$ cat config.mk
export PLATFORM = sky130hd
export DESIGN_NAME = cau_mul
export DESIGN_NICKNAME = d
export VERILOG_FILES = /design/src/rtl/core/cau_pkg.sv /design/src/rtl/core/cau_mul.sv
export SDC_FILE = /design/constraint.sdc
export NUM_CORES = 2
export LEC_CHECK = 0
export BUFFER_PORTS_ARGS = -buffer_cell sky130_fd_sc_hd__buf_2
export CORE_ASPECT_RATIO = 0.6
export CORE_MARGIN = 10
export CORE_UTILIZATION = 45
export DETAILED_ROUTE_END_ITERATION = 7
export SLEW_MARGIN = 20
export SYNTH_ARGS = -nofsm -noshare
export SYNTH_HDL_FRONTEND = slang
export SYNTH_SLANG_ARGS = --single-unit
$ cat constraint.sdc
create_clock -name clk -period 9.2 [get_ports clk]
set_clock_uncertainty 0.15 [all_clocks]
set_input_delay 1.38 -clock clk [delete_from_list [all_inputs] [get_ports clk]]
set_output_delay 1.38 -clock clk [all_outputs]
set_load 0.1 [all_outputs]
$ cat src/rtl/core/cau_pkg.sv
// Shared types, codes, constants and the saturation helper of the complex arithmetic unit.
`timescale 1ns / 1ps
package cau_pkg;

  localparam int MAX_EXP = 32;
  localparam int EXP_W   = $clog2(MAX_EXP + 1);
  localparam int KW      = (EXP_W > 8) ? EXP_W : 8;
  localparam int DIV_STEPS = 80;
  localparam int DCNT_W  = $clog2(DIV_STEPS);
  localparam int QW      = 35;

  localparam logic signed [31:0] ONE_Q = 32'sh0001_0000;

  localparam logic [2:0] ACT_ADD = 3'd0;
  localparam logic [2:0] ACT_SUB = 3'd1;
  localparam logic [2:0] ACT_MUL = 3'd2;
  localparam logic [2:0] ACT_DIV = 3'd3;
  localparam logic [2:0] ACT_POW = 3'd4;

  localparam logic [1:0] STAT_OK  = 2'd0;
  localparam logic [1:0] STAT_DZ  = 2'd1;
  localparam logic [1:0] STAT_OVF = 2'd2;

  typedef enum logic [3:0] {
    ST_IDLE,
    ST_ADDSUB,
    ST_PROD,
    ST_MFIN,
    ST_DCHK,
    ST_DRE,
    ST_DIM,
    ST_PNEXT,
    ST_DONE
  } state_t;

  // Saturate a sign and magnitude to signed 32 bits; bit 32 of the result is the overflow flag.
  function automatic logic [32:0] sat32(input logic neg, input logic [63:0] mag);
    logic [32:0] res;
    if (neg) begin
      if (mag > 64'h0000_0000_8000_0000) res = {1'b1, 32'h8000_0000};
      else res = {1'b0, 32'(~mag[31:0] + 32'd1)};
    end else begin
      if (mag > 64'h0000_0000_7FFF_FFFF) res = {1'b1, 32'h7FFF_FFFF};
      else res = {1'b0, mag[31:0]};
    end
    return res;
  endfunction

endpackage

$ cat src/rtl/core/cau_mul.sv
// Shared signed 32 by 32 multiplier with a registered product.
`timescale 1ns / 1ps
module cau_mul
  import cau_pkg::*;
(
  input  logic               clk,
  input  logic signed [31:0] op_a,
  input  logic signed [31:0] op_b,
  output logic signed [63:0] prod_r
);

  always_ff @(posedge clk) begin
    prod_r <= op_a * op_b;
  end

endmodule

==> summary.md <==
| Metric | Value |
|---|---|
| Initial core utilization | 45.5% |
| Status | completed |
| Largest regs | prod_r x64 |
| Fin area | 41,000 sq um |
| Postcts setup bufs | 0 |
| Post-DP HPWL | 100 mm |
| Largest net degree at the start of global routing | 33 |
| Critical Path Source Type | input pin |
| Syn_area_per_cell | 9.59 sq um |
| Min-delay worst type | input pin to register |
| Cell taking the most area after synthesis | fa_1 |
| Post-Syn Area | 37,200 sq um |
| Wire per inst | 21.8 microns |
| Syn nets | 5,215 |
| # rows | 81 |
| Placer congestion estimate | 0.908 |
| TritonRoute pass-1 iters | 5 |
| Clk slew on worst S/H paths | 0.08 ns |
| Synthesized flop and latch total | 64 |
| Post-synth EDFFs | 0 |
| Largest Register | prod_r |
| Synth-to-layout area growth | 10.1% |
| Place WS | -0.121 ns |
| Nets | 5,410 |
| DRC viols | 0 |
| Share of cells above drive strength 1 | 10.4% |
| Max FFs per register | 64 |
| Cells taking the most area after synthesis | fa_1 58%, inv_1 9.6%, and2_1 8.7% |
| Htree depth | 3 |
| Final Util | 50.1% |
| Global Route met3 Usage | 12.5% |
| Port-buffer cells | 128 |
| Clock Tree Root | clkbuf_16 |
| TritonCTS Sinks | 64 |
| Max Fclk | 113 MHz |
| Sequential area share after synthesis | 3.44% |
| CTS max path bufs | 2 |
| Async set-reset flop share out of synthesis | 0% |
| CTS Buf Count | 9 |
| Synth warn | 0 |
| Io pins | 129 |
| First-pass GRT wire length | 178 mm |
| Final worst setup slack | 0.318 ns |
| Critical path class | input pin to register |
| Die Span X | 391 microns |
| Vias | 26,000 |
| Crit share post-route | 96.5% |
| GRT met2 Usage | 27.5% |
| Fillcell total | 7,593 |
| Type of destination of the critical path | register |
| Pins Over Slew Limit | 0 |
| CTS tree | yes |
| Synth top area share | 58.2% |
| Synth top cells by count | 1,082 x fa_1, 952 x inv_1, 516 x and2_1 |
| Total grt overflow | 0 |
| Most common cell in the netlist | fa_1 |
| DRT iter0 DRCs | 2,259 |
| CP arrival | 9.06 ns |
| Initial antenna violation count | 8 |
| Number of routed nets with antenna violations | 0 |
| Cts hold-fix bufs | 0 |
| Distinct cells, synth | 63 |
| Max-Cap Viols | 0 |
| Busiest grt layer | met1 |
| Dpl cell area | 40,700 sq um |
| Core Box Area | 81,800 sq um |
| Post-Synthesis Cells | 3,884 |
| Crit path max fanout | 19 |
| Synth Flop Type | dfxtp_1 |
| Cts repair resizes | 0 |
| Met1 Track Usage GR | 41.5% |
| Die H | 243 microns |
| Slew @ Worst Pin | 0.651 ns |
| Final min period | 8.88 ns |
| Vias per cell | 5.03 |
| Final setup fails | 0 |
| Final Hold Fails | 0 |
| Slew headroom | 56.5% |
| Vias in the first global route | 27,400 |
| WL final | 113 mm |
| Worst Path Required | 9.38 ns |
| Die area | 95,000 sq um |
| Gr usage total | 24.8% |
| Unrepaired setup endpoints after global routing | false |
==> worst max-delay path, cell delays in order <==
cell	delay (ns)
buf_2	0.40
buf_4	0.22
nand2_1	0.07
fa_1	0.53
fa_1	0.56
inv_1	0.05
fa_1	0.48
fa_1	0.59
fa_1	0.70
fa_1	0.50
fa_1	0.57
inv_1	0.07
fa_1	0.48
inv_1	0.04
ha_1	0.31
buf_4	0.17
nand3_1	0.17
nor2_1	0.09
buf_4	0.15
and4_4	0.20
a211oi_4	0.30
o21ai_2	0.14
a221o_1	0.40
a31oi_1	0.31
xnor2_1	0.15
==> layout by cell type, fill, tap and decap left out, types with 7 or more instances in the layout <==
cell	Yosys	routed
a21o_1	23	23
a21oi_1	68	68
a31oi_1	12	12
and2_1	516	516
and3_1	7	7
buf_12	0	24
buf_2	3	122
buf_4	0	232
clkbuf_16	0	9
dfxtp_1	64	64
fa_1	1082	1082
ha_1	184	184
inv_1	952	952
nand2_1	511	511
nand2b_1	9	9
nand3_1	15	15
nand4_1	7	7
nor2_1	42	42
o21ai_0	28	28
o21bai_1	15	15
xnor2_1	53	53
xor2_1	22	22
==> cell type report <==
type / instances / area, sq um / share of cell area [%]
Timing Repair Buffer: 384 / 2880 / 7.02
Multi-Input combinational cell: 2668 / 31600 / 77.2
Clock inverter: 6 / 43.8 / 0.107
Clock buffer: 10 / 239 / 0.583
Sequential cell: 64 / 1280 / 3.12
Inverter: 952 / 3570 / 8.71
Tap cell: 1079 / 1350 / 3.29
Antenna cell: 2 / 5.00 / 0.0122
==> kinds of logic (layout without fill, tap and decap cells) <==
group	Yosys count	count (layout)	share of synthesized area [%]
AOI/OAI and AO/OA	193	193	3.46
xor gates and xnor gates	75	75	1.76
other	0	2	0
DFF	64	64	3.44
and+or+nand+nor	1134	1134	15.4
buffers and inverters	1152	1352	11.6
adders and majority gates	1266	1266	64.3
==> final timing paths <==
check / startpoint / endpoint / slack (ns) / cells past startpoint
max: op_a[15] / prod_r[61] / 0.32 / 25
min: op_b[0] / prod_r[0] / 1.34 / 2
==> per-layer routing <==
metal,part of all wire (%),up-vias
met5,0.0098,-
met4,0.54,2
met3,15,32
met2,34,1185
met1,51,13400
li1,-,11400
==> through the flow <==
| stage | hold slack, ns | cells | setup TNS (ns) |
|---|---|---|---|
| 2_1_floorplan | 1.36 | 3884 | 0 |
| 3_3_place_gp | 1.76 | 5147 | -0.0386 |
| 4_1_cts | 1.30 | 5163 | 0 |
| 6_report | 1.34 | 5165 | 0 |
| 5_1_grt | 1.33 | 5163 | 0 |
| 3_5_place_dp | 1.74 | 5147 | -0.207 |
Power is not shown: default switching activity piles up to over one toggle a cycle in this logic, so the estimate is an artifact.
